$ cat src/design/c_tok_pkg.sv
// Shared types, constants and the keyword table for the C token classifier.
`default_nettype none
package c_tok_pkg;
   localparam int MAX_LINE = 512;
   localparam int KEYWORD_CHARS = 8;
   localparam int KEYWORD_COUNT = 14;
   localparam int POS_W = 9;
   localparam int LEN_W = 10;
   localparam logic [POS_W-1:0] POS_MAX = POS_W'(MAX_LINE - 1);
   localparam logic [LEN_W-1:0] LEN_MAX = LEN_W'(MAX_LINE);

   typedef enum logic [3:0] {
      CLS_IDENT   = 4'd0,
      CLS_KEYWORD = 4'd1,
      CLS_OCTAL   = 4'd2,
      CLS_HEX     = 4'd3,
      CLS_DECIMAL = 4'd4,
      CLS_BAD     = 4'd5,
      CLS_OPER    = 4'd6,
      CLS_SEPAR   = 4'd7,
      CLS_STRING  = 4'd8,
      CLS_CHAR    = 4'd9
   } tok_class_type;

   typedef struct packed {
      tok_class_type    token_class;
      logic [POS_W-1:0] start_offset;
      logic [LEN_W-1:0] token_length;
      logic [3:0]       keyword_index;
      logic [7:0]       first_char;
      logic [7:0]       second_char;
      logic             last_of_run;
   } tok_rec_type;

   typedef struct packed {
      logic [1:0]  count;
      tok_rec_type rec0;
      tok_rec_type rec1;
   } tok_push_type;

   // keyword text, first character in the lowest byte, zero padded
   function automatic logic [63:0] kw_text(input logic [3:0] k);
      logic [63:0] s;
      logic [63:0] r;
      case (k)
         4'd0:    s = 64'("int");
         4'd1:    s = 64'("char");
         4'd2:    s = 64'("void");
         4'd3:    s = 64'("if");
         4'd4:    s = 64'("else");
         4'd5:    s = 64'("switch");
         4'd6:    s = 64'("case");
         4'd7:    s = 64'("default");
         4'd8:    s = 64'("while");
         4'd9:    s = 64'("do");
         4'd10:   s = 64'("for");
         4'd11:   s = 64'("break");
         4'd12:   s = 64'("continue");
         4'd13:   s = 64'("return");
         default: s = '1;
      endcase
      // literal is right aligned with the first character highest: reorder
      r = '0;
      for (int i = 0; i < 8; i++) begin
         if (s[8*i +: 8] != 8'd0) begin
            r = (r << 8) | 64'(s[8*i +: 8]);
         end
      end
      if (k > 4'd13) begin
         r = '1;
      end
      return r;
   endfunction
endpackage
`default_nettype wire

$ cat src/design/c_tok_lexer.sv
// Lexer state and per-byte classification; yields up to two token records.
`default_nettype none
module c_tok_lexer
   import c_tok_pkg::*;
(
   input  wire logic         clock,
   input  wire logic         reset,
   input  wire logic         step,
   input  wire logic [7:0]   source_byte,
   input  wire logic         end_of_line,
   output tok_push_type      push
);
   typedef enum logic [1:0] {MODE_IDLE, MODE_WORD, MODE_STR, MODE_CHR} mode_type;

   mode_type         mode_ff, mode_in;
   logic [POS_W-1:0] pos_ff, pos_in;
   logic [POS_W-1:0] start_ff, start_in;
   logic [LEN_W-1:0] count_ff, count_in;
   logic [63:0]      prefix_ff, prefix_in;
   logic [2:0]       flags_ff, flags_in;
   logic [7:0]       held_ff, held_in;

   function automatic logic is_digit(input logic [7:0] c);
      return c >= "0" && c <= "9";
   endfunction
   function automatic logic is_letter(input logic [7:0] c);
      return (c >= "a" && c <= "z") || (c >= "A" && c <= "Z");
   endfunction
   function automatic logic is_hex(input logic [7:0] c);
      return is_digit(c) || (c >= "A" && c <= "F") || (c >= "a" && c <= "f");
   endfunction
   function automatic logic is_oper(input logic [7:0] c);
      return c == "+" || c == "-" || c == "*" || c == "/" || c == "%" || c == "!" ||
             c == "&" || c == "|" || c == "=" || c == ">" || c == "<";
   endfunction
   function automatic logic starts_pair(input logic [7:0] c);
      return c == "&" || c == "+" || c == "-" || c == "|" || c == ">" || c == "<" ||
             c == "=" || c == "!";
   endfunction
   function automatic logic is_pair(input logic [7:0] a, input logic [7:0] b);
      logic r;
      if (a == "&" || a == "+" || a == "-" || a == "|") begin
         r = (b == a);
      end else if (a == ">" || a == "<" || a == "=" || a == "!") begin
         r = (b == "=");
      end else begin
         r = 1'b0;
      end
      return r;
   endfunction
   function automatic logic is_separ(input logic [7:0] c);
      return c == "," || c == ":" || c == ";" || c == "(" || c == ")" || c == "{" ||
             c == "}";
   endfunction

   function automatic tok_rec_type make_rec(input tok_class_type cls,
                                            input logic [POS_W-1:0] st,
                                            input logic [LEN_W-1:0] len,
                                            input logic [3:0] kw,
                                            input logic [7:0] fc,
                                            input logic [7:0] sc);
      tok_rec_type r;
      r.token_class = cls;
      r.start_offset = st;
      r.token_length = len;
      r.keyword_index = kw;
      r.first_char = fc;
      r.second_char = sc;
      r.last_of_run = 1'b0;
      return r;
   endfunction

   function automatic tok_rec_type flush_rec(input logic [63:0] pfx,
                                             input logic [LEN_W-1:0] cnt,
                                             input logic [2:0] flg,
                                             input logic [POS_W-1:0] st);
      logic [7:0]    d;
      logic [7:0]    s;
      tok_class_type cls;
      logic [3:0]    kw;
      logic          hit;
      d = pfx[7:0];
      s = (cnt > LEN_W'(1)) ? pfx[15:8] : 8'd0;
      kw = 4'd0;
      hit = 1'b0;
      if (is_digit(d)) begin
         if (d == "0" && cnt > LEN_W'(1) && s != "x") begin
            cls = flg[0] ? CLS_OCTAL : CLS_BAD;
         end else if (d == "0" && s == "x") begin
            cls = flg[1] ? CLS_HEX : CLS_BAD;
         end else begin
            cls = flg[2] ? CLS_DECIMAL : CLS_BAD;
         end
      end else begin
         cls = CLS_IDENT;
         if (cnt <= LEN_W'(KEYWORD_CHARS)) begin
            for (int k = KEYWORD_COUNT - 1; k >= 0; k--) begin
               if (pfx == kw_text(4'(k))) begin
                  hit = 1'b1;
                  kw = 4'(k);
               end
            end
         end
         if (hit) begin
            cls = CLS_KEYWORD;
         end
      end
      return make_rec(cls, st, cnt, kw, d, 8'd0);
   endfunction

   tok_rec_type rec_a, rec_b, rec_c;
   logic        va, vb, vc;
   logic [7:0]  quote;
   logic        consumed;
   logic [LEN_W-1:0] cnt_inc;

   always_comb begin
      mode_in = mode_ff;
      start_in = start_ff;
      count_in = count_ff;
      prefix_in = prefix_ff;
      flags_in = flags_ff;
      held_in = held_ff;
      pos_in = pos_ff;
      va = 1'b0;
      vb = 1'b0;
      vc = 1'b0;
      rec_a = '0;
      rec_b = '0;
      rec_c = '0;
      consumed = 1'b0;
      cnt_inc = (count_ff < LEN_MAX) ? count_ff + LEN_W'(1) : count_ff;
      quote = (mode_ff == MODE_STR) ? 8'h22 : 8'd39;

      if (mode_ff == MODE_STR || mode_ff == MODE_CHR) begin
         count_in = cnt_inc;
         if (source_byte == quote) begin
            vc = 1'b1;
            rec_c = make_rec((mode_ff == MODE_STR) ? CLS_STRING : CLS_CHAR,
                             start_ff, cnt_inc, 4'd0, quote, 8'd0);
            mode_in = MODE_IDLE;
         end
      end else begin
         if (held_ff != 8'd0) begin
            va = 1'b1;
            if (is_pair(held_ff, source_byte)) begin
               rec_a = make_rec(CLS_OPER, start_ff, LEN_W'(2), 4'd0, held_ff, source_byte);
               consumed = 1'b1;
            end else begin
               rec_a = make_rec(CLS_OPER, start_ff, LEN_W'(1), 4'd0, held_ff, 8'd0);
            end
            held_in = 8'd0;
         end
         if (!consumed) begin
            if (is_letter(source_byte) || is_digit(source_byte)) begin
               if (mode_ff != MODE_WORD) begin
                  mode_in = MODE_WORD;
                  start_in = pos_ff;
                  count_in = LEN_W'(1);
                  prefix_in = 64'(source_byte);
                  flags_in = 3'b111;
               end else begin
                  if (!(source_byte >= "0" && source_byte <= "7")) flags_in[0] = 1'b0;
                  if (!is_digit(source_byte)) flags_in[2] = 1'b0;
                  if (count_ff >= LEN_W'(2) && !is_hex(source_byte)) flags_in[1] = 1'b0;
                  if (count_ff < LEN_W'(KEYWORD_CHARS)) begin
                     prefix_in[8*count_ff[2:0] +: 8] = source_byte;
                  end
                  count_in = cnt_inc;
               end
               if (end_of_line) begin
                  vb = 1'b1;
                  rec_b = flush_rec(prefix_in, count_in, flags_in, start_in);
               end
            end else begin
               if (mode_ff == MODE_WORD) begin
                  vb = 1'b1;
                  rec_b = flush_rec(prefix_ff, count_ff, flags_ff, start_ff);
                  mode_in = MODE_IDLE;
               end
               if (is_oper(source_byte)) begin
                  if (starts_pair(source_byte) && !end_of_line) begin
                     held_in = source_byte;
                     start_in = pos_ff;
                  end else begin
                     vc = 1'b1;
                     rec_c = make_rec(CLS_OPER, pos_ff, LEN_W'(1), 4'd0, source_byte, 8'd0);
                  end
               end else if (is_separ(source_byte)) begin
                  vc = 1'b1;
                  rec_c = make_rec(CLS_SEPAR, pos_ff, LEN_W'(1), 4'd0, source_byte, 8'd0);
               end else if ((source_byte == 8'h22 || source_byte == 8'd39) &&
                            !end_of_line) begin
                  mode_in = (source_byte == 8'h22) ? MODE_STR : MODE_CHR;
                  start_in = pos_ff;
                  count_in = LEN_W'(1);
               end
            end
         end
      end

      if (end_of_line) begin
         mode_in = MODE_IDLE;
         pos_in = '0;
         start_in = '0;
         count_in = '0;
         prefix_in = '0;
         flags_in = '0;
         held_in = '0;
      end else if (pos_ff < POS_MAX) begin
         pos_in = pos_ff + POS_W'(1);
      end

      // pack records in emission order: held operator, word, single byte
      push.count = 2'(va) + 2'(vb) + 2'(vc);
      push.rec0 = va ? rec_a : (vb ? rec_b : rec_c);
      push.rec1 = va ? (vb ? rec_b : rec_c) : rec_c;
      push.rec0.last_of_run = (push.count == 2'd1);
      push.rec1.last_of_run = 1'b1;
   end

   always_ff @(posedge clock) begin
      if (reset) begin
         mode_ff <= MODE_IDLE;
         pos_ff <= '0;
         start_ff <= '0;
         count_ff <= '0;
         prefix_ff <= '0;
         flags_ff <= '0;
         held_ff <= '0;
      end else if (step) begin
         mode_ff <= mode_in;
         pos_ff <= pos_in;
         start_ff <= start_in;
         count_ff <= count_in;
         prefix_ff <= prefix_in;
         flags_ff <= flags_in;
         held_ff <= held_in;
      end
   end
endmodule
`default_nettype wire

$ cat src/design/c_tok_outq.sv
// Four-word result queue, takes up to two records per cycle.
`default_nettype none
module c_tok_outq
   import c_tok_pkg::*;
(
   input  wire logic   clock,
   input  wire logic   reset,
   input  wire logic   push_en,
   input  wire tok_push_type push,
   output logic        room,
   output logic        out_valid,
   input  wire logic   out_ready,
   output tok_rec_type out_rec
);
   tok_rec_type entry_ff [4];
   logic [1:0]  rd_ff, rd_in;
   logic [1:0]  wr_ff, wr_in;
   logic [2:0]  fill_ff, fill_in;
   logic [1:0]  n_push;
   logic        pop;

   assign room = (fill_ff <= 3'd2);
   assign out_valid = (fill_ff != 3'd0);
   assign out_rec = entry_ff[rd_ff];
   assign pop = out_valid && out_ready;
   assign n_push = push_en ? push.count : 2'd0;

   always_comb begin
      rd_in = rd_ff + 2'(pop);
      wr_in = wr_ff + n_push;
      fill_in = fill_ff + 3'(n_push) - 3'(pop);
   end

   always_ff @(posedge clock) begin
      if (n_push != 2'd0) begin
         entry_ff[wr_ff] <= push.rec0;
      end
      if (n_push == 2'd2) begin
         entry_ff[wr_ff + 2'd1] <= push.rec1;
      end
   end

   always_ff @(posedge clock) begin
      if (reset) begin
         rd_ff <= '0;
         wr_ff <= '0;
         fill_ff <= '0;
      end else begin
         rd_ff <= rd_in;
         wr_ff <= wr_in;
         fill_ff <= fill_in;
      end
   end
endmodule
`default_nettype wire

$ cat src/design/c_token_classifier.sv
// C token classifier: one source byte per word in, token records out.
//
// req channel: one source byte per word, req_tlast on the last byte of a line.
// rsp channel: one token record per word; rsp_tlast marks the last record
// caused by one input byte (a byte causes zero, one or two records).
// The lexer is combinational; an accepted byte's records are written into
// the result queue at the accepting edge. Throughput is one byte per cycle
// while req_tready is high; req_tready drops only while the four-word
// result queue has fewer than two free slots, the room a byte with two records needs.
// An operator byte that may pair is held until the next byte decides it;
// a line end flushes it. Unterminated literals are dropped at line end.
// Reset empties the queue and returns the lexer to the start of a line.
// A stalled receiver fills the queue, after which bytes are refused.
`default_nettype none
module c_token_classifier
   import c_tok_pkg::*;
(
   input  wire logic        clock,
   input  wire logic        reset,
   input  wire logic        req_tvalid,
   output logic             req_tready,
   input  wire logic [7:0]  req_tdata,   // [7:0] source_byte
   input  wire logic        req_tlast,   // end_of_line
   output logic             rsp_tvalid,
   input  wire logic        rsp_tready,
   output logic [39:0]      rsp_tdata,   // [8:0] start_offset, [18:9] token_length,
                                         // [22:19] keyword_index, [30:23] first_char,
                                         // [38:31] second_char, [39] zero
   output logic [3:0]       rsp_tuser,   // [3:0] token_class
   output logic             rsp_tlast    // last_of_run
);
   tok_push_type push;
   tok_rec_type  out_rec;
   logic         step;

   assign step = req_tvalid && req_tready;

   c_tok_lexer u_lexer (
      .clock       (clock),
      .reset       (reset),
      .step        (step),
      .source_byte (req_tdata),
      .end_of_line (req_tlast),
      .push        (push)
   );

   c_tok_outq u_outq (
      .clock     (clock),
      .reset     (reset),
      .push_en   (step),
      .push      (push),
      .room      (req_tready),
      .out_valid (rsp_tvalid),
      .out_ready (rsp_tready),
      .out_rec   (out_rec)
   );

   assign rsp_tdata = {1'b0, out_rec.second_char, out_rec.first_char,
                       out_rec.keyword_index, out_rec.token_length,
                       out_rec.start_offset};
   assign rsp_tuser = out_rec.token_class;
   assign rsp_tlast = out_rec.last_of_run;
endmodule
`default_nettype wire

$ cat config.mk
export PLATFORM = sky130hd
export DESIGN_NAME = c_token_classifier
export DESIGN_NICKNAME = d
export VERILOG_FILES = /design/src/design/c_tok_pkg.sv /design/src/design/c_tok_lexer.sv /design/src/design/c_tok_outq.sv /design/src/design/c_token_classifier.sv
export SDC_FILE = /design/constraint.sdc
export NUM_CORES = 1
export LEC_CHECK = 0
export ABC_CLOCK_PERIOD_IN_PS = 9890
export BUFFER_PORTS_ARGS = -buffer_cell sky130_fd_sc_hd__buf_2
export CORE_MARGIN = 2
export CORE_UTILIZATION = 55
export CTS_CLUSTER_DIAMETER = 50
export DETAILED_ROUTE_END_ITERATION = 8
export PLACE_DENSITY = 0.75
export SKIP_LAST_GASP = 1
export SYNTH_ARGS = -nofsm -noshare
export SYNTH_HDL_FRONTEND = slang
export SYNTH_SLANG_ARGS = --single-unit
export TNS_END_PERCENT = 5
$ cat constraint.sdc
create_clock -name clock -period 9.89 [get_ports clock]
set_clock_uncertainty 0.15 [all_clocks]
set_input_delay 1.978 -clock clock [delete_from_list [all_inputs] [get_ports clock]]
set_output_delay 1.978 -clock clock [all_outputs]
set_load 0.01 [all_outputs]
== After elaboration in Yosys (flattened, before gate mapping) ==
Memory sizes are Yosys's and may differ from the RTL's. A register that Yosys moved wholly into a read port is not among the register bits.
Cells that the tools add are included.

* Memories kept: 1
* Register bits after elaboration: 112
* Bits in writable memories: 176

{| class="wikitable"
|+ Memories
! memory !! words !! bits a word !! read ports !! clocked after Yosys merged registers in !! wr ports !! line !! source
|-
| u_outq.entry_ff || 4 || 44 || 1 || 1 || 2 || c_tok_outq.sv:15 || <nowiki>tok_rec_type entry_ff [4];</nowiki>
|}

* Add/subtract/negate cells: 10
* Shifts and indexed selects: 2
* $lt $le $gt $ge: 22
* Muxes and demuxes: 1933
* Reduce and logical (&&, ||, !) cells: 293
* Bitwise logic cells: 196
* Eq/ne operators: 79

{| class="wikitable"
|+ Operators with widths
! operator !! count
|-
| $mux 64 || 1717
|-
| $or 64x8->64 || 196
|-
| $reduce_bool 8->1 || 225
|-
| $eq 64x64->1 || 28
|-
| $mux 44 || 13
|-
| $mux 8 || 37
|-
| $eq 8x6->1 const B || 26
|-
| $mux 43 || 4
|-
| $mux 4 || 38
|-
| $mux 10 || 12
|-
| $mux 9 || 11
|-
| $mux 1 || 74
|-
| $bwmux 64 || 1
|-
| $shift 8x34->64 const A || 1
|-
| $shiftx 8x34->64 || 1
|-
| $eq 8x7->1 const B || 6
|-
| $mux 3 || 13
|-
| $logic_or 1x1->1 || 35
|-
| $neg 6->34 || 1
|-
| $le 8x6->1 const B || 4
|-
| $le 8x7->1 const B || 4
|-
| $ge 8x6->1 const B || 3
|-
| $mux 2 || 12
|-
| $mux 23 || 1
|-
| 35 further kinds || 72
|}

== Depth between registers and ports, before layout ==
Gate-level depths: netlist of run 1.

* Depth in word-level cells: 113
* Gate-level depth with buffers: 18
* Mapped depth without buffers: 15

== Hierarchy ==
Synthesis of run 1 repeated with hierarchy kept, for this count alone.

* Cell total of the unflattened synthesis: 1896
* Area total of the unflattened synthesis: 18913.1 µm²

{| class="wikitable"
|+ Modules (own cells, without submodules)
! module !! cells an instance !! times used !! area an instance (µm²)
|-
| c_tok_lexer || 1413 || 1 || 9867.0
|-
| c_tok_outq || 480 || 1 || 9028.7
|-
| c_token_classifier || 3 || 1 || 17.5
|}

== Least setup slack after synthesis of run 1 ==
OpenSTA, ideal clock, no wires.

* Kind: input port to flip-flop
* From: input req_tdata[7]
* To: memory u_outq.entry_ff[1][10] (netlist bit), enable pin
* Data arrival time: 6.685 ns
* Stages: 14
* Slack: 2.664 ns
* Required time: 9.350 ns
* Cells stage by stage: clkbuf_1 or4b_1 nor3_1 o31ai_1 o21a_1 a2111oi_2 or2_2 inv_1 fa_1 nor2_1 nand2_1 nor3_1 nor2_1 inv_1

{| class="wikitable"
|+ RTL lines
! item !! line !! source
|-
| start: declaration || c_token_classifier.sv:22 || <nowiki>input wire logic [7:0] req_tdata,</nowiki>
|-
| end: declaration || c_tok_outq.sv:15 ||
|}

==> results of run 1 <==
==> worst max-delay path, cell delays in order <==
cell and delay [ns]:
buf_2 0.09, buf_4 0.26, or4_1 0.60, o211ai_1 0.32
nand2_1 0.61, a2111oi_2 0.49, buf_4 0.32, or2_2 0.20
inv_1 0.06, fa_1 0.46, nor2_1 0.52, nand2_1 0.23
nor2_1 0.59, nor2_1 0.34, inv_1 0.11, buf_4 0.47
==> synth_stat cells (all sizes together), types with 14 or more instances <==
cell / n / area share, %
nor2: 270 / 5.7
nand2: 203 / 4.3
dfxtp: 148 / 17
edfxtp: 140 / 24
clkbuf: 117 / 2.5
o21ai: 111 / 3.1
a21oi: 106 / 3.0
nand3: 86 / 2.4
a22oi: 81 / 3.4
o22ai: 69 / 2.5
nor3: 56 / 1.6
mux4: 44 / 5.6
nand4: 44 / 1.5
nor4: 43 / 1.9
mux2i: 37 / 2.1
buf: 26 / 0.74
inv: 26 / 0.55
a22o: 25 / 1.2
and3: 25 / 0.88
nor2b: 25 / 0.88
nand2b: 21 / 0.74
and2: 20 / 0.72
or3: 16 / 0.56
xor2: 16 / 0.79
ha: 15 / 1.1
o211ai: 15 / 0.63
a31oi: 14 / 0.49
xnor2: 14 / 0.69
==> kinds of logic (layout without fill, tap and decap cells) <==
family	Yosys count	in the layout	share of synthesized area (%)
and+or+nand+nor	900	900	25.64
muxes	91	91	8.267
buffers and inverters	172	190	3.817
adders and majority gates	18	18	1.333
AOI/OAI and AO/OA	519	519	19.26
other	1	1	0.02103
xor gates and xnor gates	30	30	1.474
DFF	288	288	40.20
==> cell type report <==
class / count / area share [%]
multi-input cells: 1559 / 51.48
flip-flops and latches: 288 / 36.82
clock buffers: 44 / 4.774
repair buffers: 100 / 3.123
well taps: 402 / 2.583
clock inverters: 17 / 0.6618
inverters: 29 / 0.5590
==> layer usage <==
layer	vias to the layer above	part of all wire, %	wire length [um]
met3	266	10	6737
met4	0	6.2	4068
met1	8349	39	25380
met5	-	0	0
met2	1252	45	29110
li1	7660	-	-
==> how the worst max path moves through the flow <==
stage            startpoint                      to  slack (ns)
6_report       req_tdata[3]  u_outq.entry_ff[2][38]        2.15
5_1_grt        req_tdata[3]  u_outq.entry_ff[2][32]        1.73
4_1_cts        req_tdata[3]  u_outq.entry_ff[2][32]        2.28
3_5_place_dp   req_tdata[3]  u_outq.entry_ff[2][35]        1.78
3_3_place_gp   req_tdata[3]  u_outq.entry_ff[2][34]        2.01
2_1_floorplan  req_tdata[7]  u_outq.entry_ff[1][10]        2.66
==> where the power goes <==
group          switching, W  total [W]  internal [W]
logic              0.000355   0.000571      0.000216
clock network      0.000524    0.00120      0.000678
registers         0.0000217    0.00129       0.00127
total              0.000901    0.00307       0.00216
==> sequential cells by signal (all words and copies together), names as in the netlist, 3 cells and up <==
name               count
u_outq.entry_ff      176
u_lexer.pos_ff         9
u_lexer.start_ff       9
u_outq.fill_ff         3
u_lexer.held_ff        8
u_lexer.prefix_ff     64
u_lexer.count_ff      10
u_lexer.flags_ff       3
==> metrics by stage <==
step                      hold slack, ns  cells  total power (W)  instance area [um2]  worst slack [ns]
after floorplan                   0.2698   2019         0.001693                17830             2.664
after global placement            0.2787   2378         0.001871                18410             2.011
after detailed placement          0.2941   2378         0.001882                18410             1.784
after CTS                         0.3070   2439         0.003068                19470             2.283
after global routing              0.3340   2439         0.003165                19470             1.727
final                             0.3031   2439         0.003065                19470             2.149
==> summary.txt, run 1 <==
Clocking
  – Clk sinks: 288
  – Root Buffer: clkbuf_16
  – Post-CTS setup buffers: 0
  – Clk slew on worst S/H paths: 0.06 ns
  – Inserted Clock Buffers: 34
  – Clock latency at the later pin of the worst-skew pair: 0.54 ns
  – H-tree levels: 2
  – Post-CTS Hold Fix Bufs: 0
  – CTS tree: yes
  – Clock Tree Buf Depth: 3
  – Cts repair resizes: 0

Die
  – Die width: 184.1 um
  – Core box area: 0.03172 mm2
  – Initial Util: 56.21%
  – Row cnt: 65
  – # IOs: 60
  – Die height: 184.1 um
  – Die area: approximately 0.034 mm2

Synth
  – Synth Area per Inst: 8.831 um2
  – Sequential share of the synthesized area: 40.20%
  – Synthesized Nets: 2049
  – Distinct cells, synth: 95
  – YS warnings: 0
  – Synth Register Bits: roughly 290
  – Post-Synthesis Cells: 2019
  – Post-Syn Area: 0.01783 mm2
  – Most used DFF post-synth: dfxtp_1
  – FFs w/ async S/R, synth: 0%
  – Post-synth EDFFs: 140

Worst setup path
  – Reg-to-reg critical path endpoint: u_outq.entry_ff[2][40]
  – Reg2reg path depth: 13
  – Crit path max fanout: 36
  – Req. time, crit path: 9.90 ns
  – Setup crit start kind: input port
  – R2r setup slk: between 4 and 5 ns
  – Worst Path Arrival: 7.75 ns
  – CP Capture Type: flop
  – R2r startpoint: u_lexer.count_ff[0]
  – WS Path Type: in -> reg

GRT
  – Vias in the first global route: 16348
  – Met2 Resource Use GR: 59.68%
  – First-pass GRT wire length: 98960 um
  – Met3 Resource Use GR: a little over 6%
  – GRT busiest layer: met2
  – Pin count of the biggest net entering global routing: 105
  – Initial antenna violation count: 0
  – Gr usage total: a little under two fifths
  – Met1 Usage GRT: 51.37%
  – Global route overflow: 0

Route
  – Residual DRC: 0
  – Post-Route WL: 65300 um
  – DR vias/cell: 7.186
  – Pre-antenna DRT Iters: 7
  – Drt wl/cell: roughly 27 um
  – Routed vias: 17527
  – Routed Antenna Nets: 0
  – 1st-iter DRT viols: 2942

Finish
  – P&R area growth vs syn: 9.214%
  – Multi-input gate area: 0.01002 mm2
  – # fillers: roughly 2800
  – Commonest non-fill, non-tap cells in the layout: nor2_1 (270), nand2_1 (203), dfxtp_1 (146)
  – Layout cells sized above 1: 11.78%
  – Register area: 0.007169 mm2
  – Most common cell after layout, fill and taps aside: nor2_1
  – Antenna cells: 0
  – Final net count: about 2000
  – Fin util: between 60% and 70%

STA
  – Fin crit share: 78.27%
  – Slew Viols, Final: 0
  – Tightest Pin Transition: 1.278 ns
  – Final setup fails: 0
  – Upper clock frequency limit: between 0.1 and 0.15 GHz
  – Total Neg Setup Slack: 0 ns
  – Max_slew headroom: a little over an eighth
  – Final min period: 7.741 ns
  – Hold Violations, Final: 0
  – RSZ-0062 raised after global routing: false

Min path
  – Worst min path class: reg -> reg
  – Hold Path Origin: u_outq.entry_ff[3][7]
  – Hold Path Stages: 2
  – Worst Hold End: u_outq.entry_ff[3][7]

Power
  – Pwr/cell area: 157.4 mW/mm2
  – Leakage: 6.327 nW
  – VDD IR-drop max: 0.1324 mV

Place
  – PortBufs: 58
  – GP Congestion: ~1
  – Final HPWL DP: between 40000 and 50000 um

Run status
  – Status: finished clean

Run
  – Max-cap viol count: 0
No activity file was read; power rests on OpenSTA's default activity.
==> run 2: changes to the inputs <==
--- a/config.mk
+++ b/config.mk
@@ -5,13 +5,13 @@
 export SDC_FILE = /design/constraint.sdc
 export NUM_CORES = 1
 export LEC_CHECK = 0
-export ABC_CLOCK_PERIOD_IN_PS = 9890
+export ABC_CLOCK_PERIOD_IN_PS = 7000
 export BUFFER_PORTS_ARGS = -buffer_cell sky130_fd_sc_hd__buf_2
 export CORE_MARGIN = 2
 export CORE_UTILIZATION = 55
 export CTS_CLUSTER_DIAMETER = 50
 export DETAILED_ROUTE_END_ITERATION = 8
-export PLACE_DENSITY = 0.75
+export PLACE_DENSITY = 0.78
 export SKIP_LAST_GASP = 1
 export SYNTH_ARGS = -nofsm -noshare
 export SYNTH_HDL_FRONTEND = slang
==> constraint.sdc (replaced) <==
create_clock -name clock -period 7 [get_ports clock]
set_clock_uncertainty 0.15 [all_clocks]
set_input_delay 1.4 -clock clock [delete_from_list [all_inputs] [get_ports clock]]
set_output_delay 1.4 -clock clock [all_outputs]
set_load 0.01 [all_outputs]
==> run 2 against run 1 <==
Against the previous run: count of clock-buffer cells in the layout stayed put; sequential share of layout area is 0.53 points lower; total power is 45% higher; first-iteration DRC count is 0.14% lower; cell count is 1.1% higher; register-to-register slack worse by 2.9 ns; hold slack hardly changed; sequential cell count stayed put; non-clock buffer count is 26 higher; clock power is 51% higher; final area is 1.5% higher; largest power group unchanged.
==> summary.txt, run 2 (synthesis gave the netlist of run 1 again) <==
Route
  – Drt wl/cell: 27.84 um (+4.0%)
  – Post-Route WL: 68690 um (+5.2%)
  – Routed vias: 17694 (+0.95%)
  – 1st-iter DRT viols: 2938 (-0.14%)
  – Routed Antenna Nets: 0 (unchanged)
  – Pre-antenna DRT Iters: 7 (unchanged)
  – Residual DRC: 0 (unchanged)
  – DR vias/cell: 7.172 (-0.19%)

Worst setup path
  – Req. time, crit path: 7.03 ns (-2.87 ns)
  – Max incr delay on CP: 0.60 ns (about the same)
  – CP Depth: 17 (+1)
  – Crit path max fanout: 31 (-14%)
  – Setup crit start kind: input port
  – WS Path Type: in -> reg
  – Critical path buffers and inverters: 6 (unchanged)
  – Critical-path top delay cell: fa_1
  – Reg2reg path depth: 14 (+1)
  – CP Capture Type: flop
  – Worst Path Arrival: 5.98 ns (-1.77 ns)
  – Top delay family on crit path: buffers and inverters
  – Crit path cell chain: buf_2 > nor2b_1 > o21ai_0 > a21oi_1 > o21ai_0 > a2111oi_2 > or2_2 > inv_1 > fa_1 > nor2_1 > nor2_1 > nor3_1 > buf_4 > nor2_1 > buf_4 > inv_1 > buf_4

GRT
  – Global route overflow: 0 (unchanged)
  – Initial antenna violation count: 0 (unchanged)
  – Pin count of the biggest net entering global routing: 105 (unchanged)
  – Gr usage total: 40.46% (+2.1 points)
  – Vias in the first global route: 16745 (+2.4%)
  – First-pass GRT wire length: 103100 um (+4.2%)

Clocking
  – Clk slew on worst S/H paths: 0.06 ns (about the same)
  – Root Buffer: clkbuf_16
  – Inserted Clock Buffers: 36 (+5.9%)
  – H-tree levels: 2 (unchanged)
  – Clock Tree Buf Depth: 3 (unchanged)
  – Clock latency at the later pin of the worst-skew pair: 0.54 ns (about the same)
  – Post-CTS setup buffers: 0 (unchanged)
  – Cts repair resizes: 0 (unchanged)
  – Post-CTS Hold Fix Bufs: 0 (unchanged)
  – CTS tree: yes
  – Clk sinks: 288 (unchanged)

Finish
  – P&R area growth vs syn: 10.82%
  – Commonest non-fill, non-tap cells in the layout: nor2_1 (270), nand2_1 (203), dfxtp_1 (146)
  – Fin util: 62.30% (+0.90 points)
  – Antenna cells: 0 (unchanged)
  – Largest Register: u_outq.entry_ff
  – Most common cell after layout, fill and taps aside: nor2_1
  – Largest register FFs: 176 (unchanged)
  – Layout cells sized above 1: 13.17% (+1.4 points)
  – Final net count: 2070 (+1.4%)
  – Top flop regs: u_outq.entry_ff (176), u_lexer.prefix_ff (64), u_lexer.count_ff (10)

Min path
  – Hold Path Stages: 2 (unchanged)
  – Worst min path class: reg -> reg

Run
  – Max-cap viol count: 0 (unchanged)

Die
  – Die width: 184.1 um (unchanged)
  – Die height: 184.1 um (unchanged)
  – # IOs: 60 (unchanged)
  – Initial Util: 56.21% (unchanged)
  – Die area: 0.03387 mm2 (unchanged)
  – Core box area: 0.03172 mm2 (unchanged)
  – Row cnt: 65 (unchanged)

STA
  – Upper clock frequency limit: roughly 0.17 GHz
  – Max_slew headroom: 10.88% (-2.8 points)
  – Final min period: 5.953 ns
  – RSZ-0062 raised after global routing: false
  – Tightest Pin Transition: 1.325 ns (+0.04664 ns)
  – Total Neg Setup Slack: 0 ns (unchanged)
  – Final setup fails: 0 (unchanged)
  – Slew Viols, Final: 0 (unchanged)
  – Hold Violations, Final: 0 (unchanged)
  – Final Worst Setup Slack: 1.047 ns (-1.103 ns)
  – Fin crit share: 85.05%

Place
  – GP Congestion: 1.034 (+3.7%)
  – Final HPWL DP: 49720 um (+7.0%)
  – PortBufs: 58 (unchanged)
  – Worst slack at placement: 0.6674 ns (-1.116 ns)

Power
  – Leakage: 6.512 nW (+2.9%)
  – VDD IR-drop max: 0.1862 mV (+41%)
  – Pwr/cell area: 225.2 mW/mm2 (+43%)
  – Power, Total: 0.004449 W (+45%)

Run status
  – Status: finished clean
==> run 2: changes by cell type in the layout (fill, tap and decap cells not counted), moves of 2 or more <==
cell,before,now
clkbuf_1,7,5
clkinv_1,5,3
buf_4,43,69
inv_8,0,2
clkbuf_16,35,37
==> run 2: tightest hold or removal path, cell delays in order (launching register included) <==
cell     delay [ns]
dfxtp_1        0.32
nand2_1        0.04
o21ai_0        0.05
==> run 2: report_power, final <==
part | internal [W] | total (W) | switching (W)
Combinational | 0.000308 | 0.000780 | 0.000472
Sequential | 0.00180 | 0.00186 | 0.0000596
Clock | 0.00105 | 0.00181 | 0.000769
==> run 2: worst paths after layout <==
kind / from / end / slack (ns)
hold / removal: u_outq.entry_ff[2][6] / u_outq.entry_ff[2][6] / 0.30
setup reg to reg: u_lexer.count_ff[0] / u_outq.entry_ff[3][40] / 1.14
hold reg to reg: u_outq.entry_ff[2][6] / u_outq.entry_ff[2][6] / 0.30
setup / recovery: req_tdata[0] / u_outq.entry_ff[0][28] / 1.05
==> run 2: routing by layer <==
metal  track usage, %  wire, um  vias up
li1                 -         -     7725
met1            51.47     25920     8435
met2            65.25     31230     1267
met3            7.211      6963      267
met4            22.75      4579        0
met5                0         0        -
==> run 2: layout make-up <==
class / count / area [um2]
Timing Repair Buffer: 126 / 803.3
Tap cell: 402 / 503.0
Multi-Input combinational cell: 1559 / 10020
Sequential cell: 288 / 7169
Fill cell: 2718 / 11960
Inverter: 29 / 108.9
Clock buffer: 44 / 972.2
Clock inverter: 19 / 177.7
==> run 2: per-stage QoR <==
| step | instances | hold WS, ns | area, um2 |
|---|---|---|---|
| 3_5_place_dp | 2404 | 0.2921 | 18610 |
| 6_report | 2467 | 0.3031 | 19760 |
| 4_1_cts | 2467 | 0.3061 | 19760 |
| 3_3_place_gp | 2404 | 0.2793 | 18610 |
| 5_1_grt | 2467 | 0.3346 | 19760 |
| 2_1_floorplan | 2019 | 0.2698 | 17830 |
